## src/rtl/rip_pkg.sv

```systemverilog
// Shared types, constants and helpers for the regex infix-to-postfix converter.
package rip_pkg;

    localparam int STACK_DEPTH = 32;
    localparam int CNT_W       = $clog2(STACK_DEPTH + 1);
    localparam int SP_W        = (STACK_DEPTH > 2) ? $clog2(STACK_DEPTH) : 1;
    localparam int S_TDATA_W   = 8;
    localparam int M_TDATA_W   = 16;
    localparam int M_TUSER_W   = 2;

    // Operator codes, equal to their precedence
    localparam logic [1:0] OP_OPEN = 2'd0;
    localparam logic [1:0] OP_ALT  = 2'd1;
    localparam logic [1:0] OP_CAT  = 2'd2;
    localparam logic [1:0] OP_STAR = 2'd3;

    localparam logic [7:0] CH_OPEN  = 8'h28;
    localparam logic [7:0] CH_CLOSE = 8'h29;
    localparam logic [7:0] CH_STAR  = 8'h2A;
    localparam logic [7:0] CH_CAT   = 8'h2E;
    localparam logic [7:0] CH_ALT   = 8'h7C;

    localparam logic [1:0] ST_OK        = 2'd0;
    localparam logic [1:0] ST_OPEN_LEFT = 2'd1;
    localparam logic [1:0] ST_CLOSE_BAD = 2'd2;
    localparam logic [1:0] ST_OVERFLOW  = 2'd3;

    localparam logic KIND_CHAR = 1'b0;
    localparam logic KIND_END  = 1'b1;

    typedef enum logic {S_IDLE, S_WORK} state_t;

    typedef enum logic [2:0] {
        CL_OPERAND, CL_OPER, CL_OPEN, CL_CLOSE, CL_END
    } cls_t;

    typedef enum logic [1:0] {SEL_SYM, SEL_TOP, SEL_CLOSE} sel_t;

    typedef struct packed {
        logic       load;
        logic       pop;
        logic       push;
        logic       replace;
        logic       set_err;
        logic [1:0] err_code;
        logic       clear;
        logic       emit;
        sel_t       sel;
        logic       last;
    } cmd_t;

    typedef struct packed {
        cls_t       cls;
        logic [1:0] code;
        logic       err;
        logic       cnt_zero;
        logic [1:0] top;
        logic       below_valid;
        logic [1:0] below;
        logic       out_free;
    } stat_t;

    function automatic logic [7:0] code_byte(input logic [1:0] code);
        logic [7:0] b;
        unique case (code)
            OP_OPEN: b = CH_OPEN;
            OP_ALT:  b = CH_ALT;
            OP_CAT:  b = CH_CAT;
            default: b = CH_STAR;
        endcase
        return b;
    endfunction

endpackage

```

## src/rtl/regex_infix_to_postfix.sv

```systemverilog
// Top level: regex infix-to-postfix converter (shunting-yard with operator stack).
// Timing: an accepted word is loaded into the item register and decoded in the next cycle;
// each result word is registered in the output register once it is free, then shows on m_tvalid.
// Work per item: an accept step plus a work step for each result word (a pop and its word share
// it, the final pop of an operator also takes its push), plus a step of its own for a push with
// no pop, for dropping '(' on a close and for a paren error.
// Output stalls hold the FSM, so s_tready stays low until the item is finished.
// Reset (aresetn low, synchronous): clears stack count, error latch, FSM and m_tvalid;
// stack entries are not cleared since only entries below the count are read.
module regex_infix_to_postfix (
    input  logic                          aclk,
    input  logic                          aresetn,
    input  logic                          s_tvalid,
    output logic                          s_tready,
    input  logic [rip_pkg::S_TDATA_W-1:0] s_tdata,  // [7:0] symbol
    input  logic                          s_tuser,  // [0] kind (1 = end of expression)
    output logic                          m_tvalid,
    input  logic                          m_tready,
    output logic [rip_pkg::M_TDATA_W-1:0] m_tdata,  // [7:0] out_symbol, [9:8] status
    output logic [rip_pkg::M_TUSER_W-1:0] m_tuser,  // [0] has_symbol, [1] done_res
    output logic                          m_tlast   // last word caused by the input word
);
    import rip_pkg::*;

    cmd_t  cmd;
    stat_t stat;

    // Controller: walks each item through pop / push / emit steps
    rip_ctrl u_ctrl (
        .aclk     (aclk),
        .aresetn  (aresetn),
        .s_tvalid (s_tvalid),
        .s_tready (s_tready),
        .stat     (stat),
        .cmd      (cmd)
    );

    // Datapath: stack, error latch, output register (decouples m_tready from input)
    rip_datapath u_dp (
        .aclk     (aclk),
        .aresetn  (aresetn),
        .s_tdata  (s_tdata),
        .s_tuser  (s_tuser),
        .cmd      (cmd),
        .stat     (stat),
        .m_tvalid (m_tvalid),
        .m_tready (m_tready),
        .m_tdata  (m_tdata),
        .m_tuser  (m_tuser),
        .m_tlast  (m_tlast)
    );

endmodule

```

## src/rtl/rip_datapath.sv

```systemverilog
// Datapath: item register, operator stack, error latch and output register.
module rip_datapath (
    input  logic                          aclk,
    input  logic                          aresetn,
    input  logic [rip_pkg::S_TDATA_W-1:0] s_tdata,
    input  logic                          s_tuser,
    input  rip_pkg::cmd_t                 cmd,
    output rip_pkg::stat_t                stat,
    output logic                          m_tvalid,
    input  logic                          m_tready,
    output logic [rip_pkg::M_TDATA_W-1:0] m_tdata,
    output logic [rip_pkg::M_TUSER_W-1:0] m_tuser,
    output logic                          m_tlast
);
    import rip_pkg::*;

    logic             kind_reg;
    logic [7:0]       sym_reg;
    logic [1:0]       stack_mem [STACK_DEPTH];
    logic [1:0]       top_reg;
    logic [CNT_W-1:0] count_reg, count_next;
    logic [1:0]       err_reg, err_next;
    logic             m_valid_reg, m_valid_next;
    logic [7:0]       m_sym_reg;
    logic             m_has_reg, m_done_reg, m_last_reg;
    logic [1:0]       m_status_reg;

    logic [CNT_W-1:0] cnt_m1, cnt_m2;
    logic [SP_W-1:0]  wr_idx, rd_idx;
    logic             cnt_full;
    cls_t             cls;
    logic [1:0]       item_code;

    assign cnt_m1   = count_reg - CNT_W'(1);
    assign cnt_m2   = count_reg - CNT_W'(2);
    assign wr_idx   = cnt_m1[SP_W-1:0];
    assign rd_idx   = cnt_m2[SP_W-1:0];
    assign cnt_full = (count_reg == CNT_W'(STACK_DEPTH));

    // Item classification
    always_comb begin
        item_code = OP_OPEN;
        if (kind_reg == KIND_END) begin
            cls = CL_END;
        end else begin
            case (sym_reg)
                CH_STAR: begin cls = CL_OPER; item_code = OP_STAR; end
                CH_CAT:  begin cls = CL_OPER; item_code = OP_CAT;  end
                CH_ALT:  begin cls = CL_OPER; item_code = OP_ALT;  end
                CH_OPEN:  cls = CL_OPEN;
                CH_CLOSE: cls = CL_CLOSE;
                default:  cls = CL_OPERAND;
            endcase
        end
    end

    always_comb begin
        stat.cls         = cls;
        stat.code        = item_code;
        stat.err         = (err_reg != ST_OK);
        stat.cnt_zero    = (count_reg == '0);
        stat.top         = top_reg;
        stat.below_valid = (count_reg >= CNT_W'(2));
        stat.below       = stack_mem[rd_idx];
        stat.out_free    = !m_valid_reg || m_tready;
    end

    // Item capture
    always_ff @(posedge aclk) begin
        if (cmd.load) begin
            kind_reg <= s_tuser;
            sym_reg  <= s_tdata;
        end
    end

    // Stack: top of stack lives in top_reg, entries below it in stack_mem
    always_ff @(posedge aclk) begin
        if (cmd.push && !cnt_full) begin
            if (count_reg != '0) begin
                stack_mem[wr_idx] <= top_reg;
            end
            top_reg <= item_code;
        end else if (cmd.replace) begin
            top_reg <= item_code;
        end else if (cmd.pop && count_reg >= CNT_W'(2)) begin
            top_reg <= stack_mem[rd_idx];
        end
    end

    always_comb begin
        count_next = count_reg;
        err_next   = err_reg;
        if (cmd.clear) begin
            count_next = '0;
            err_next   = ST_OK;
        end else begin
            if (cmd.push) begin
                if (cnt_full) begin
                    err_next = ST_OVERFLOW;
                end else begin
                    count_next = count_reg + CNT_W'(1);
                end
            end else if (cmd.pop) begin
                count_next = cnt_m1;
            end
            if (cmd.set_err) begin
                err_next = cmd.err_code;
            end
        end
    end

    always_comb begin
        m_valid_next = m_valid_reg;
        if (cmd.emit) begin
            m_valid_next = 1'b1;
        end else if (m_tready) begin
            m_valid_next = 1'b0;
        end
    end

    always_ff @(posedge aclk) begin
        if (!aresetn) begin
            count_reg   <= '0;
            err_reg     <= ST_OK;
            m_valid_reg <= 1'b0;
        end else begin
            count_reg   <= count_next;
            err_reg     <= err_next;
            m_valid_reg <= m_valid_next;
        end
    end

    always_ff @(posedge aclk) begin
        if (cmd.emit) begin
            m_status_reg <= err_reg;
            m_last_reg   <= cmd.last;
            case (cmd.sel)
                SEL_SYM: begin
                    m_sym_reg  <= sym_reg;
                    m_has_reg  <= 1'b1;
                    m_done_reg <= 1'b0;
                end
                SEL_TOP: begin
                    m_sym_reg  <= code_byte(top_reg);
                    m_has_reg  <= 1'b1;
                    m_done_reg <= 1'b0;
                end
                default: begin
                    m_sym_reg  <= 8'h00;
                    m_has_reg  <= 1'b0;
                    m_done_reg <= 1'b1;
                end
            endcase
        end
    end

    assign m_tvalid = m_valid_reg;
    assign m_tdata  = {{(M_TDATA_W - 10){1'b0}}, m_status_reg, m_sym_reg};
    assign m_tuser  = {m_done_reg, m_has_reg};
    assign m_tlast  = m_last_reg;

    a_count_bound: assert property (@(posedge aclk) disable iff (!aresetn)
        count_reg <= CNT_W'(STACK_DEPTH))
        else $error("stack count above depth");

    a_clear: assert property (@(posedge aclk) disable iff (!aresetn)
        cmd.clear |=> (count_reg == '0) && (err_reg == ST_OK))
        else $error("clear did not reset stack and error");

    a_err_sticky: assert property (@(posedge aclk) disable iff (!aresetn)
        (err_reg != ST_OK) && !cmd.clear |=> err_reg == $past(err_reg))
        else $error("latched error changed without clear");

    a_close_last: assert property (@(posedge aclk) disable iff (!aresetn)
        m_valid_reg && m_done_reg |-> m_last_reg && !m_has_reg)
        else $error("closing word without last");

endmodule

```

## src/rtl/rip_ctrl.sv

```systemverilog
// Controller FSM: sequences pops, pushes and result words for one item.
module rip_ctrl (
    input  logic           aclk,
    input  logic           aresetn,
    input  logic           s_tvalid,
    output logic           s_tready,
    input  rip_pkg::stat_t stat,
    output rip_pkg::cmd_t  cmd
);
    import rip_pkg::*;

    state_t state_reg, state_next;
    logic   done;

    always_ff @(posedge aclk) begin
        if (!aresetn) begin
            state_reg <= S_IDLE;
        end else begin
            state_reg <= state_next;
        end
    end

    always_comb begin
        cmd        = '0;
        cmd.sel    = SEL_SYM;
        done       = 1'b0;
        s_tready   = 1'b0;
        state_next = state_reg;
        unique case (state_reg)
            S_IDLE: begin
                s_tready = 1'b1;
                cmd.load = s_tvalid;
                if (s_tvalid) begin
                    state_next = S_WORK;
                end
            end
            S_WORK: begin
                unique case (stat.cls)
                    CL_OPERAND: begin
                        if (stat.err) begin
                            done = 1'b1;
                        end else if (stat.out_free) begin
                            cmd.emit = 1'b1;
                            cmd.sel  = SEL_SYM;
                            cmd.last = 1'b1;
                            done     = 1'b1;
                        end
                    end
                    CL_OPER: begin
                        if (stat.err) begin
                            done = 1'b1;
                        end else if (!stat.cnt_zero && stat.top > stat.code) begin
                            if (stat.out_free) begin
                                cmd.emit = 1'b1;
                                cmd.sel  = SEL_TOP;
                                cmd.last = !(stat.below_valid && stat.below > stat.code);
                                // final pop and the push collapse into a top rewrite
                                if (cmd.last) begin
                                    cmd.replace = 1'b1;
                                    done        = 1'b1;
                                end else begin
                                    cmd.pop = 1'b1;
                                end
                            end
                        end else begin
                            cmd.push = 1'b1;
                            done     = 1'b1;
                        end
                    end
                    CL_OPEN: begin
                        cmd.push = !stat.err;
                        done     = 1'b1;
                    end
                    CL_CLOSE: begin
                        if (stat.err) begin
                            done = 1'b1;
                        end else if (stat.cnt_zero) begin
                            cmd.set_err  = 1'b1;
                            cmd.err_code = ST_CLOSE_BAD;
                            done         = 1'b1;
                        end else if (stat.top == OP_OPEN) begin
                            cmd.pop = 1'b1;
                            done    = 1'b1;
                        end else if (stat.out_free) begin
                            cmd.pop  = 1'b1;
                            cmd.emit = 1'b1;
                            cmd.sel  = SEL_TOP;
                            cmd.last = !(stat.below_valid && stat.below != OP_OPEN);
                        end
                    end
                    default: begin
                        if (!stat.err && !stat.cnt_zero) begin
                            if (stat.top == OP_OPEN) begin
                                cmd.set_err  = 1'b1;
                                cmd.err_code = ST_OPEN_LEFT;
                            end else if (stat.out_free) begin
                                cmd.pop  = 1'b1;
                                cmd.emit = 1'b1;
                                cmd.sel  = SEL_TOP;
                            end
                        end else if (stat.out_free) begin
                            cmd.emit  = 1'b1;
                            cmd.sel   = SEL_CLOSE;
                            cmd.last  = 1'b1;
                            cmd.clear = 1'b1;
                            done      = 1'b1;
                        end
                    end
                endcase
                if (done) begin
                    state_next = S_IDLE;
                end
            end
            default: state_next = S_IDLE;
        endcase
    end

    a_emit_free: assert property (@(posedge aclk) disable iff (!aresetn)
        cmd.emit |-> stat.out_free)
        else $error("word emitted into a full output register");

    a_pop_nonempty: assert property (@(posedge aclk) disable iff (!aresetn)
        (cmd.pop || cmd.replace) |-> !stat.cnt_zero)
        else $error("pop on empty stack");

endmodule
```

## config.mk

```make
export PLATFORM = sky130hd
export DESIGN_NAME = regex_infix_to_postfix
export DESIGN_NICKNAME = d
export VERILOG_FILES = /design/src/rtl/rip_pkg.sv /design/src/rtl/regex_infix_to_postfix.sv /design/src/rtl/rip_datapath.sv /design/src/rtl/rip_ctrl.sv
export SDC_FILE = /design/constraint.sdc
export NUM_CORES = 1
export LEC_CHECK = 0
export ABC_CLOCK_PERIOD_IN_PS = 4620
export BUFFER_PORTS_ARGS = -buffer_cell sky130_fd_sc_hd__buf_2
export CAP_MARGIN = 20
export CELL_PAD_IN_SITES_DETAIL_PLACEMENT = 0
export CELL_PAD_IN_SITES_GLOBAL_PLACEMENT = 2
export CORE_ASPECT_RATIO = 1.4
export CORE_MARGIN = 8
export CORE_UTILIZATION = 25
export CTS_CLUSTER_SIZE = 25
export DETAILED_ROUTE_END_ITERATION = 10
export PLACE_DENSITY = 0.63
export SLEW_MARGIN = 20
export SYNTH_ARGS = -nofsm -noshare
export SYNTH_HDL_FRONTEND = slang
export SYNTH_SLANG_ARGS = --single-unit
```

## constraint.sdc

```tcl
create_clock -name aclk -period 4.62 [get_ports aclk]
set_input_delay 0.924 -clock aclk [delete_from_list [all_inputs] [get_ports aclk]]
set_output_delay 0.924 -clock aclk [all_outputs]
set_load 0.01 [all_outputs]
```

# Word-level counts from Yosys, hierarchy flattened
# Memory sizes are Yosys's and may differ from the RTL's.
# Cells that the tools add are included.
# W data, S select, Z words.
dict set report classes {
  n_addsub 3
  magnitude_cmp 3
  eq_ne 13
  n_mux 76
  bitwise_logic 2
  n_reduce_logical 33
}
# op n
set ops {}
lappend ops {{$mux W1} 36}
lappend ops {{$mux W4} 9}
lappend ops {{$eq A8 B6 Y1 const B} 4}
lappend ops {{$mux W3} 9}
lappend ops {{$pmux W7 S3} 1}
lappend ops {{$mux W6} 3}
lappend ops {{$pmux W4 S4} 1}
lappend ops {{$pmux W8 S2} 1}
lappend ops {{$mux W2} 7}
lappend ops {{$pmux W2 S3} 2}
lappend ops {{$reduce_bool A2 Y1} 6}
lappend ops {{$mux W11} 1}
lappend ops {{$eq A8 B7 Y1 const B} 1}
lappend ops {{$add A6 B1 Y6 const B} 1}
lappend ops {{$eq A3 B2 Y1 const B} 2}
lappend ops {{$eq A6 B6 Y1 const B} 1}
lappend ops {{$ge A6 B2 Y1 const B} 1}
lappend ops {{$logic_and A1 B1 Y1} 6}
lappend ops {{$logic_not A1 Y1} 6}
lappend ops {{$logic_not A6 Y1} 1}
lappend ops {{$pmux W3 S2} 1}
lappend ops {{$reduce_bool A6 Y1} 1}
lappend ops {{$reduce_or A2 Y1} 3}
lappend ops {{$reduce_or A3 Y1} 2}
lappend ops {{other kinds (18)} 24}
dict set report word_totals {
  ff_bits 34
  ramBits 64
  input_bits 13
  output_inout_bits 21
  elab_cells 143
  mem_count 1
}
# name depth word_bits rd rd_clocked_by_memory_dff write_ports line_no
set mem_list {}
lappend mem_list {u_dp.stack_mem 32 2 1 0 1 rip_datapath.sv:19} ;# logic [1:0] stack_mem [STACK_DEPTH];

# Logic depth before layout (Yosys ltp)
# Gate-level depths: netlist of the first run.
dict set report logic_depth {
  depth_word 15
  ltp_mapped 18
  ltp_nobuf 15
}

# Hierarchy
# Synthesis of the first run repeated with hierarchy kept, for this count alone.
dict set report hier_totals {
  cells_unflattened 400
  hier_area_um2 4952.2
}
# mod instances cells_each area_per_inst_um2 seq_area_each_um2
set modules_own_cells {}
lappend modules_own_cells {rip_datapath 1 331 4469.3 2822.7}
lappend modules_own_cells {rip_ctrl 1 69 483.0 20.0}

# Least setup slack after synthesis of the first run
# No wires, ideal clock.
dict set report synth_timing {
  path_kind {reg2reg}
  from {register u_dp.count_reg[1]}
  to {register u_dp.count_reg[4]}
  setup_time_ns 0.121
  arrival_time_ns 4.216
  required_time_ns 4.499
  slack_ns 0.283
  path_stages_with_launch 19
  synth_period_minus_slack_ns 4.337
  cell_sequence {dfxtp_1 -> buf_2 -> buf_2 -> inv_1 -> ha_1 -> xor2_1 -> buf_2 -> mux4_2 -> mux2i_1 -> mux2i_1 -> mux2i_1 -> inv_1 -> ha_1 -> a21oi_1 -> a211oi_1 -> a21oi_1 -> or2_1 -> o21ai_1 -> mux2_2}
}
dict set report synth_via {
  elab_chain_len 12
}
# item line_no
set synth_rtl {}
lappend synth_rtl {{from (decl)} rip_datapath.sv:21} ;# logic [CNT_W-1:0] count_reg, count_next;
lappend synth_rtl {{from (signal assigned)} rip_datapath.sv:127} ;# count_reg <= count_next;
lappend synth_rtl {{$sub A5 B2 Y5} rip_datapath.sv:35} ;# assign cnt_m2 = count_reg - CNT_W'(2);
lappend synth_rtl {{$mem_v2 Z32 W2} --}
lappend synth_rtl {{$gt A2 B2 Y1} rip_ctrl.sv:56} ;# cmd.last = !(stat.below_valid && stat.below > stat.code);
lappend synth_rtl {{$logic_and A1 B1 Y1} rip_ctrl.sv:56}
lappend synth_rtl {{$mux W1} rip_ctrl.sv:58} ;# if (cmd.last) begin
lappend synth_rtl {{$mux W1} rip_ctrl.sv:53} ;# if (stat.out_free) begin
lappend synth_rtl {{$mux W1} rip_ctrl.sv:52} ;# end else if (!stat.cnt_zero && stat.top > stat.code) begin
lappend synth_rtl {{$mux W3} rip_ctrl.sv:50} ;# if (stat.err) begin
lappend synth_rtl {{$pmux W1 S3} rip_ctrl.sv:38} ;# unique case (stat.cls)
lappend synth_rtl {{$mux W11} rip_ctrl.sv:29} ;# unique case (state_reg)
lappend synth_rtl {{$reduce_bool A2 Y1 (no source line)} --}
lappend synth_rtl {{$reduce_and A2 Y1 (no source line)} --}
# Parallel ways exist; a longest one is shown, timed or not. The select of a mux whose other input is x is not followed.
# A chain may end at the register's enable or synchronous reset.

# Final worst setup path of the first run
dict set report layout_timing {
  from {register u_dp.count_reg[1]}
  to {register u_dp.count_reg[5]}
}
# Same word-level chain as after synthesis.

==> results.md, run 1 <==
- Setup slack at placement: approximately 0.7 ns
- Number of remaining DRC errors: 0
- Sw frac: 25.93%
- Final antenna diode count: 0
- Number of clock buffers inserted by TritonCTS: 9
- Initial antenna violation count: 0
- Starting density of the core: 25.46%
- Number of warnings reported in the yosys synthesis log: 0
- Wire length of the first global-routing pass: 18630 um
- Internal power summed over all cells: between 1 and 1.5 mW
- Cells taking the most area after synthesis: sky130_fd_sc_hd__edfxtp_1, sky130_fd_sc_hd__mux4_2, sky130_fd_sc_hd__dfxtp_1, sky130_fd_sc_hd__ha_1, sky130_fd_sc_hd__mux2i_1
- Final TNS setup: 0 ns
- Final hold slack: 0.4696 ns
- Library cell occupying the most area in the post-synthesis netlist: sky130_fd_sc_hd__edfxtp_1
- Number of clock sinks: 98
- Overall power: 1.971 mW
- Reg-to-reg critical path endpoint: u_dp.count_reg[5]
- Insertion delay to the later sink of the worst-skew pair: 0.35 ns
- Post-CTS Setup Repair Bufs: 0
- Post-synth top area share: 54.02%
- Number of register bits inferred by synthesis: 98
- Detailed-routed wire length on met3: 290 um
- Number of buffers on the longest clock path: 2
- Switching Power: ~0.51 mW
- Launching point of the worst reg2reg path: u_dp.count_reg[1]
- Final ANT Viol Nets: 0
- Filler cell count: 2046
- Post-cts gate resize count: 0
- FF+latch area: 2843 um2
- Worst hold path cell count: 0
- Crit path setup slack, layout: 0.7072 ns
- Worst Min Path Start: u_dp.err_reg[0]
- Hold crit path type: register to register
- Fin. max-slew vios: 0
- Uppermost routed layer: met4
- Width of the die: between 100 and 150 um
- Proportion of power drawn by combinational gates: 13.9%
- Sequential-to-total area share from yosys stat: just under 60%
- Top achievable clock speed: 0.2556 GHz
- Pwr per Cell Area: 350.1 nW/um2
- Final worst path period share: 84.69%
- Setup slack on the worst flop-to-flop path: 0.71 ns
- Detailed-routing iteration count for the pre-antenna-repair pass: 4
- Met1 Routed Length: about 4600 um
- Met2 WL post-DR: around 6500 um
- Setup CP Type: register to register
- Max reg flops: 64
- I/O pins: 34
- Port Buf Inserts: 27
- Crit path arrival time: 4.15 ns
- Utilization of the core after routing: 29.28%
- Worst IR Drop VDD: ~140 uV
- Fin area: about 5600 um2
- Share of total power in sequential cells: between 50 and 60%
- Most used flip-flop cell after synthesis: sky130_fd_sc_hd__edfxtp_1
- Vias in the first global route: between 3000 and 4000
- Pin count of the biggest net entering global routing: 36
- Category of the worst setup path launch point: register
- Unrepaired setup endpoints after global routing: no
- Area growth, synth to finish: 15.04%
- Drt via density: between 4 and 5
- Final GP Congestion: roughly 0.74
- Global Route Usage Sum: 9.885%
- Die area: between 20000 and 25000 um2
- Result of the run: complete, no violations
- H-tree Lvls: 3
- Relative slew margins: a little under half
- Fraction of layout cells with a size suffix above 1: 19.85%
- CTS tree: yes
- GR Overflow Total: 0
- Hold Fails Final Rpt: 0
- Via count: 3018
- Async set-or-reset flop fraction in the synthesized netlist: 0%
- Maximum capacitance violations: 0
- Part of the power in the clock network: a little over a third
- Syn Std Cell Area: 4892 um2
- WL per Instance: roughly 18 um
- Clock Skew: 0.005921 ns
- R2R depth: 16
- Area of the multi-input gates: 1908 um2
- Crit path max fanout: 16
- Post-synthesis area per instance: 13.12 um2
- Master cell of the clock root buffer: sky130_fd_sc_hd__clkbuf_16
- Number of distinct library cell variants in the gate-level netlist after synthesis: 58
- Post-CTS Hold Buffers: 0
- Number of nets at the end of the flow: 437
- Worst Path Required: 4.85 ns
- Leak pwr: 1.919 nW
- Placed cell area: 5351 um2
- Floorplan Core Area: 19220 um2
- Std-Cell Rows: 60
- Final setup vio count: 0
- CP Capture Type: register
- Non-Filler Instances: 661
- Final period demand of the worst path: 3.913 ns
- Number of flops mapped to enable cells by yosys: 88
- Post-DP HPWL: 8765 um
- Total wire length: 11640 um
- Violation count after the first detailed-routing iteration: 163
- CTS clock-pin slew for the worst setup and hold paths: 0.07 ns
- Synthesized instance count: 373
- Instance count after placement with tap cells included: 645
- Hold-critical path endpoint: u_dp.m_status_reg[0]
- Actual slew at the worst max-slew pin: ~0.8 ns
- Die Ht: 181.5 um
-- power by group through the flow --
stage          combinational [mW]  sequential [mW]  clock [mW]
2_1_floorplan               0.187             1.01           0
3_3_place_gp                0.277             1.01           0
3_5_place_dp                0.278             1.01           0
4_1_cts                     0.280            0.994       0.730
5_1_grt                     0.304            0.996       0.759
6_report                    0.273            0.994       0.704
-- cells in the mapped netlist (4+ instances only) --
library cell and instances:
sky130_fd_sc_hd__ha_1 16, sky130_fd_sc_hd__or3_1 5, sky130_fd_sc_hd__mux4_2 16, sky130_fd_sc_hd__nor2b_1 11, sky130_fd_sc_hd__and2_1 5, sky130_fd_sc_hd__a211oi_1 4
sky130_fd_sc_hd__edfxtp_1 88, sky130_fd_sc_hd__dfxtp_1 10, sky130_fd_sc_hd__nor3_1 11, sky130_fd_sc_hd__o21ai_0 9, sky130_fd_sc_hd__buf_4 8, sky130_fd_sc_hd__nor2_1 40
sky130_fd_sc_hd__nand2_1 25, sky130_fd_sc_hd__xnor2_1 7, sky130_fd_sc_hd__inv_1 13, sky130_fd_sc_hd__clkbuf_1 5, sky130_fd_sc_hd__mux2i_1 16, sky130_fd_sc_hd__o21a_1 7
sky130_fd_sc_hd__buf_2 6, sky130_fd_sc_hd__nand3_1 9, sky130_fd_sc_hd__a21oi_1 9
-- worst max path at each step --
stage                 startpoint           endpoint  slack [ns]
2_1_floorplan  u_dp.count_reg[1]  u_dp.count_reg[4]        0.28
3_3_place_gp   u_dp.count_reg[1]       u_dp.m_tlast        0.67
3_5_place_dp   u_dp.count_reg[1]  u_dp.count_reg[5]        0.70
4_1_cts        u_dp.count_reg[1]  u_dp.count_reg[5]        0.66
5_1_grt        u_dp.count_reg[1]  u_dp.count_reg[5]        0.33
6_report       u_dp.count_reg[1]  u_dp.count_reg[5]        0.71
-- routing by layer --
layer  vias up  GRT usage (%)
met2        42          18.80
met4         0          3.470
met1      1492          10.25
met3        15          2.238
li1       1469              -
met5         -              0
-- final cells by class --
type	count	area share [%]
clock buffer	9	4.002
clock inverter	7	0.9115
inverter	14	0.9337
multi-input combinational	246	33.90
sequential	98	50.51
tap	248	5.514
timing repair buffer	39	4.224
-- cell families after synthesis --
family / after synthesis / synth area share, %
muxes: 36 / 11.79
xor gates and xnor gates: 8 / 1.432
AOI/OAI and AO/OA: 54 / 8.159
and+or+nand+nor: 126 / 12.97
buffers and inverters: 34 / 3.376
adders and majority gates: 16 / 4.092
other: 1 / 0.07665
DFF: 98 / 58.11
-- critical path, stage by stage, from the launching register on --
cell                       delay, ns
sky130_fd_sc_hd__dfxtp_1        0.31
sky130_fd_sc_hd__inv_1          0.12
sky130_fd_sc_hd__ha_1           0.21
sky130_fd_sc_hd__xor2_1         0.25
sky130_fd_sc_hd__buf_12         0.20
sky130_fd_sc_hd__mux4_2         0.30
sky130_fd_sc_hd__mux2i_1        0.20
sky130_fd_sc_hd__mux2i_1        0.10
sky130_fd_sc_hd__mux2i_1        0.35
sky130_fd_sc_hd__inv_1          0.08
sky130_fd_sc_hd__ha_1           0.32
sky130_fd_sc_hd__a21oi_1        0.09
sky130_fd_sc_hd__a211oi_1       0.25
sky130_fd_sc_hd__a21oi_1        0.16
sky130_fd_sc_hd__or2_1          0.31
sky130_fd_sc_hd__o21ai_1        0.19
sky130_fd_sc_hd__mux2_2         0.35
-- cell usage in the layout (no fill, tap or decap), types with 3 or more instances in the layout --
cell                         n
sky130_fd_sc_hd__mux2_2      3
sky130_fd_sc_hd__mux4_2     16
sky130_fd_sc_hd__nor2_1     40
sky130_fd_sc_hd__edfxtp_1   88
sky130_fd_sc_hd__nand2_1    25
sky130_fd_sc_hd__o21a_1      7
sky130_fd_sc_hd__a21oi_1     9
sky130_fd_sc_hd__nor3_1     11
sky130_fd_sc_hd__nor4_1      3
sky130_fd_sc_hd__buf_2      27
sky130_fd_sc_hd__a21o_1      3
sky130_fd_sc_hd__inv_1      13
sky130_fd_sc_hd__a32oi_1     3
sky130_fd_sc_hd__or3_1       5
sky130_fd_sc_hd__dfxtp_1    10
sky130_fd_sc_hd__ha_1       16
sky130_fd_sc_hd__o21ai_0     9
sky130_fd_sc_hd__xnor2_1     7
sky130_fd_sc_hd__nor2b_1    11
sky130_fd_sc_hd__buf_4      11
sky130_fd_sc_hd__and2_1      5
sky130_fd_sc_hd__mux2i_1    16
sky130_fd_sc_hd__clkbuf_16   9
sky130_fd_sc_hd__nand3_1     9
sky130_fd_sc_hd__a211oi_1    3
sky130_fd_sc_hd__conb_1      6
Power figures use the tool's default switching activity.
==> inputs of run 2 (changes only) <==
- ABC_CLOCK_PERIOD_IN_PS: 4620 -> 3450
- clock period: 4.62 -> 3.45 ns (I/O delays scaled with it)
==> results.md, run 2 (synthesis gave the netlist of run 1 again) <==
- Top achievable clock speed: 0.2853 GHz (+12%)
- Fraction of layout cells with a size suffix above 1: 36.01% (+16 points)
- Global routing usage on met2: 19.52% (+0.72 points)
- Final GP Congestion: 0.7557 (+1.5%)
- Initial antenna violation count: 0 (unchanged)
- Final period demand of the worst path: 3.505 ns (-0.4076 ns)
- Unrepaired setup endpoints after global routing: yes
- Number of clock buffers inserted by TritonCTS: 9 (unchanged)
- Std-Cell Rows: 60 (unchanged)
- Crit path setup slack, layout: -0.05519 ns (-0.7624 ns)
- Number of buffers on the longest clock path: 2 (unchanged)
- Overall power: 2.794 mW (+42%)
- Post-DP HPWL: 9406 um (+7.3%)
- Area of the multi-input gates: 2079 um2 (+9.0%)
- Port Buf Inserts: 27 (unchanged)
- CTS tree: yes
- Crit path arrival time: 3.79 ns (-0.36 ns)
- Actual slew at the worst max-slew pin: 1.041 ns (+0.2251 ns)
- CTS clock-pin slew for the worst setup and hold paths: 0.07 ns (about the same)
- Die Ht: 181.5 um (unchanged)
- Violated checks: setup timing
- Final antenna diode count: 0 (unchanged)
- Most common library cell in the layout ignoring fill and taps: sky130_fd_sc_hd__edfxtp_1
- Number of remaining DRC errors: 0 (unchanged)
- Floorplan Core Area: 19220 um2 (unchanged)
- Relative slew margins: 29.99% (-16 points)
- Worst Path Required: 3.74 ns (-1.11 ns)
- WL per Instance: 17.61 um (about the same)
- Starting density of the core: 25.46% (unchanged)
- Most Crowded Layer GR: met2
- Setup CP Type: register to register
- I/O pins: 34 (unchanged)
- Largest stage delay on the critical path: 0.37 ns (+0.02 ns)
- Clock Skew: 0.008019 ns (+0.002098 ns)
- CP Capture Type: register
- Pin count of the biggest net entering global routing: 36 (unchanged)
- Cell-by-cell listing of the critical path: inv_6 -> ha_4 -> xor2_4 -> buf_12 -> buf_12 -> buf_4 -> mux4_2 -> mux2i_1 -> mux2i_1 -> mux2i_2 -> ha_1 -> a211oi_2 -> a21oi_2 -> or2_4 -> buf_4 -> mux2_2 -> a21oi_2
- Final setup vio count: 4 (+4)
- Max reg flops: 64 (unchanged)
- Vias in the first global route: 3463 (+2.0%)
- Category of the worst setup path launch point: register
- FF+latch area: 2848 um2 (+0.18%)
- Filler cell count: 1969 (-3.8%)
- Crit path buffers/inverters: 5 (+2)
- Critical-path top delay cell: sky130_fd_sc_hd__dfxtp_4
- Setup slack at placement: -0.1971 ns (-0.9013 ns)
- Met3 Usage GRT: 2.017% (-0.22 points)
- Hold Fails Final Rpt: 0 (unchanged)
- Crit path max fanout: 6 (-10)
- Via count: 3267 (+8.3%)
- Pwr per Cell Area: 448.5 nW/um2 (+28%)
- Fin. max-slew vios: 0 (unchanged)
- Master cell of the clock root buffer: sky130_fd_sc_hd__clkbuf_16
- GR Overflow Total: 0 (unchanged)
- Violation count after the first detailed-routing iteration: 167 (+2.5%)
- Maximum capacitance violations: 0 (unchanged)
- Commonest cells after routing, fill and taps aside: sky130_fd_sc_hd__edfxtp_1, sky130_fd_sc_hd__buf_4, sky130_fd_sc_hd__nor2_1
- H-tree Lvls: 3 (unchanged)
- Insertion delay to the later sink of the worst-skew pair: 0.35 ns (about the same)
- Worst IR Drop VDD: 164.7 uV (+20%)
- Drt via density: 4.608 (+0.92%)
- Wire length of the first global-routing pass: 19300 um (+3.6%)
- Width of the die: 134.2 um (unchanged)
- Leak pwr: 2.193 nW (+14%)
- GR Util met1: 10.86% (+0.62 points)
- Final worst path period share: 101.6% (+17 points)
- Die area: 24360 um2 (unchanged)
- Detailed-routing iteration count for the pre-antenna-repair pass: 4 (unchanged)
- Hold crit path type: register to register
- Total wire length: 12480 um (+7.3%)
- Global Route Usage Sum: 10.33% (+0.45 points)
- Number of clock sinks: 98 (unchanged)
- Number of nets at the end of the flow: 485 (+11%)
- Area growth, synth to finish: 27.34%
- Final ANT Viol Nets: 0 (unchanged)
- Crit-path leading delay family: multiplexers
- Result of the run: finished with violations
run 2: cell types whose count changed in the layout (fill, tap and decap cells not counted), moves of 3 or more:
cell | previous run | this run
sky130_fd_sc_hd__buf_12 | 1 | 4
sky130_fd_sc_hd__a21oi_1 | 9 | 6
sky130_fd_sc_hd__nor2_1 | 40 | 29
sky130_fd_sc_hd__buf_4 | 11 | 54
sky130_fd_sc_hd__o21ai_2 | 0 | 3
sky130_fd_sc_hd__nor2_2 | 0 | 11
sky130_fd_sc_hd__a21oi_2 | 0 | 3
run 2: timing repair:
action	CTS	global route
pin swaps	4	8
setup buffers	3	3
gates resized for setup	10	24
cloned	0	1
hold buffers	0	0
setup endpoints to repair	11	34
run 2: worst paths after layout:
| kind | from | endpoint | slack (ns) | cells past startpoint |
|---|---|---|---|---|
| setup reg to reg | u_dp.count_reg[1] | u_dp.count_reg[1] | -0.06 | 17 |
| hold reg to reg | u_dp.err_reg[0] | u_dp.m_status_reg[0] | 0.47 | 0 |
| setup / recovery | u_dp.count_reg[1] | u_dp.count_reg[1] | -0.06 | 17 |
| hold / removal | u_dp.err_reg[0] | u_dp.m_status_reg[0] | 0.47 | 0 |
run 2: cell type report:
type | count | share of cell area (%)
inverters | 14 | 0.9239
repair buffers | 87 | 10.54
multi-input cells | 246 | 33.38
clock buffers | 9 | 3.615
well taps | 248 | 4.981
clock inverters | 7 | 0.8435
flip-flops and latches | 98 | 45.71
run 2: routing by layer:
metal / up-vias / wire [um]
met1: 1634 / 4850
met3: 15 / 295
met5: - / 0
met4: 0 / 212
li1: 1572 / -
met2: 46 / 7124
run 2: power breakdown:
part,internal (mW),switching (mW),total [mW]
registers,1.31,0.0173,1.33
logic,0.237,0.260,0.496
clock network,0.496,0.472,0.968
total,2.04,0.749,2.79
run 2: worst reg2reg max path, delay by kind of cell (launching register included):
kind / cells / cell delay [ns]
multiplexers: 5 / 1.04
buffers and inverters: 5 / 0.58
AO/OA/AOI/OAI: 3 / 0.53
adder cells (fa/ha/maj): 2 / 0.47
flip-flops: 1 / 0.37
AND/OR/NAND/NOR: 1 / 0.27
XOR/XNOR: 1 / 0.18
run 2: per-stage QoR:
step | instance area [um2] | TNS, ns | utilization (%) | instances | hold WS, ns
2_1_floorplan | 5014 | -0.4098 | - | 378 | 0.4316
3_3_place_gp | 5744 | -0.1468 | 29.89 | 687 | 0.4662
3_5_place_dp | 5744 | -0.8254 | 29.89 | 687 | 0.4567
4_1_cts | 6076 | -0.3820 | 31.61 | 705 | 0.4741
5_1_grt | 6230 | -1.720 | 32.42 | 709 | 0.4863
6_report | 6230 | -0.1401 | 32.42 | 709 | 0.4717
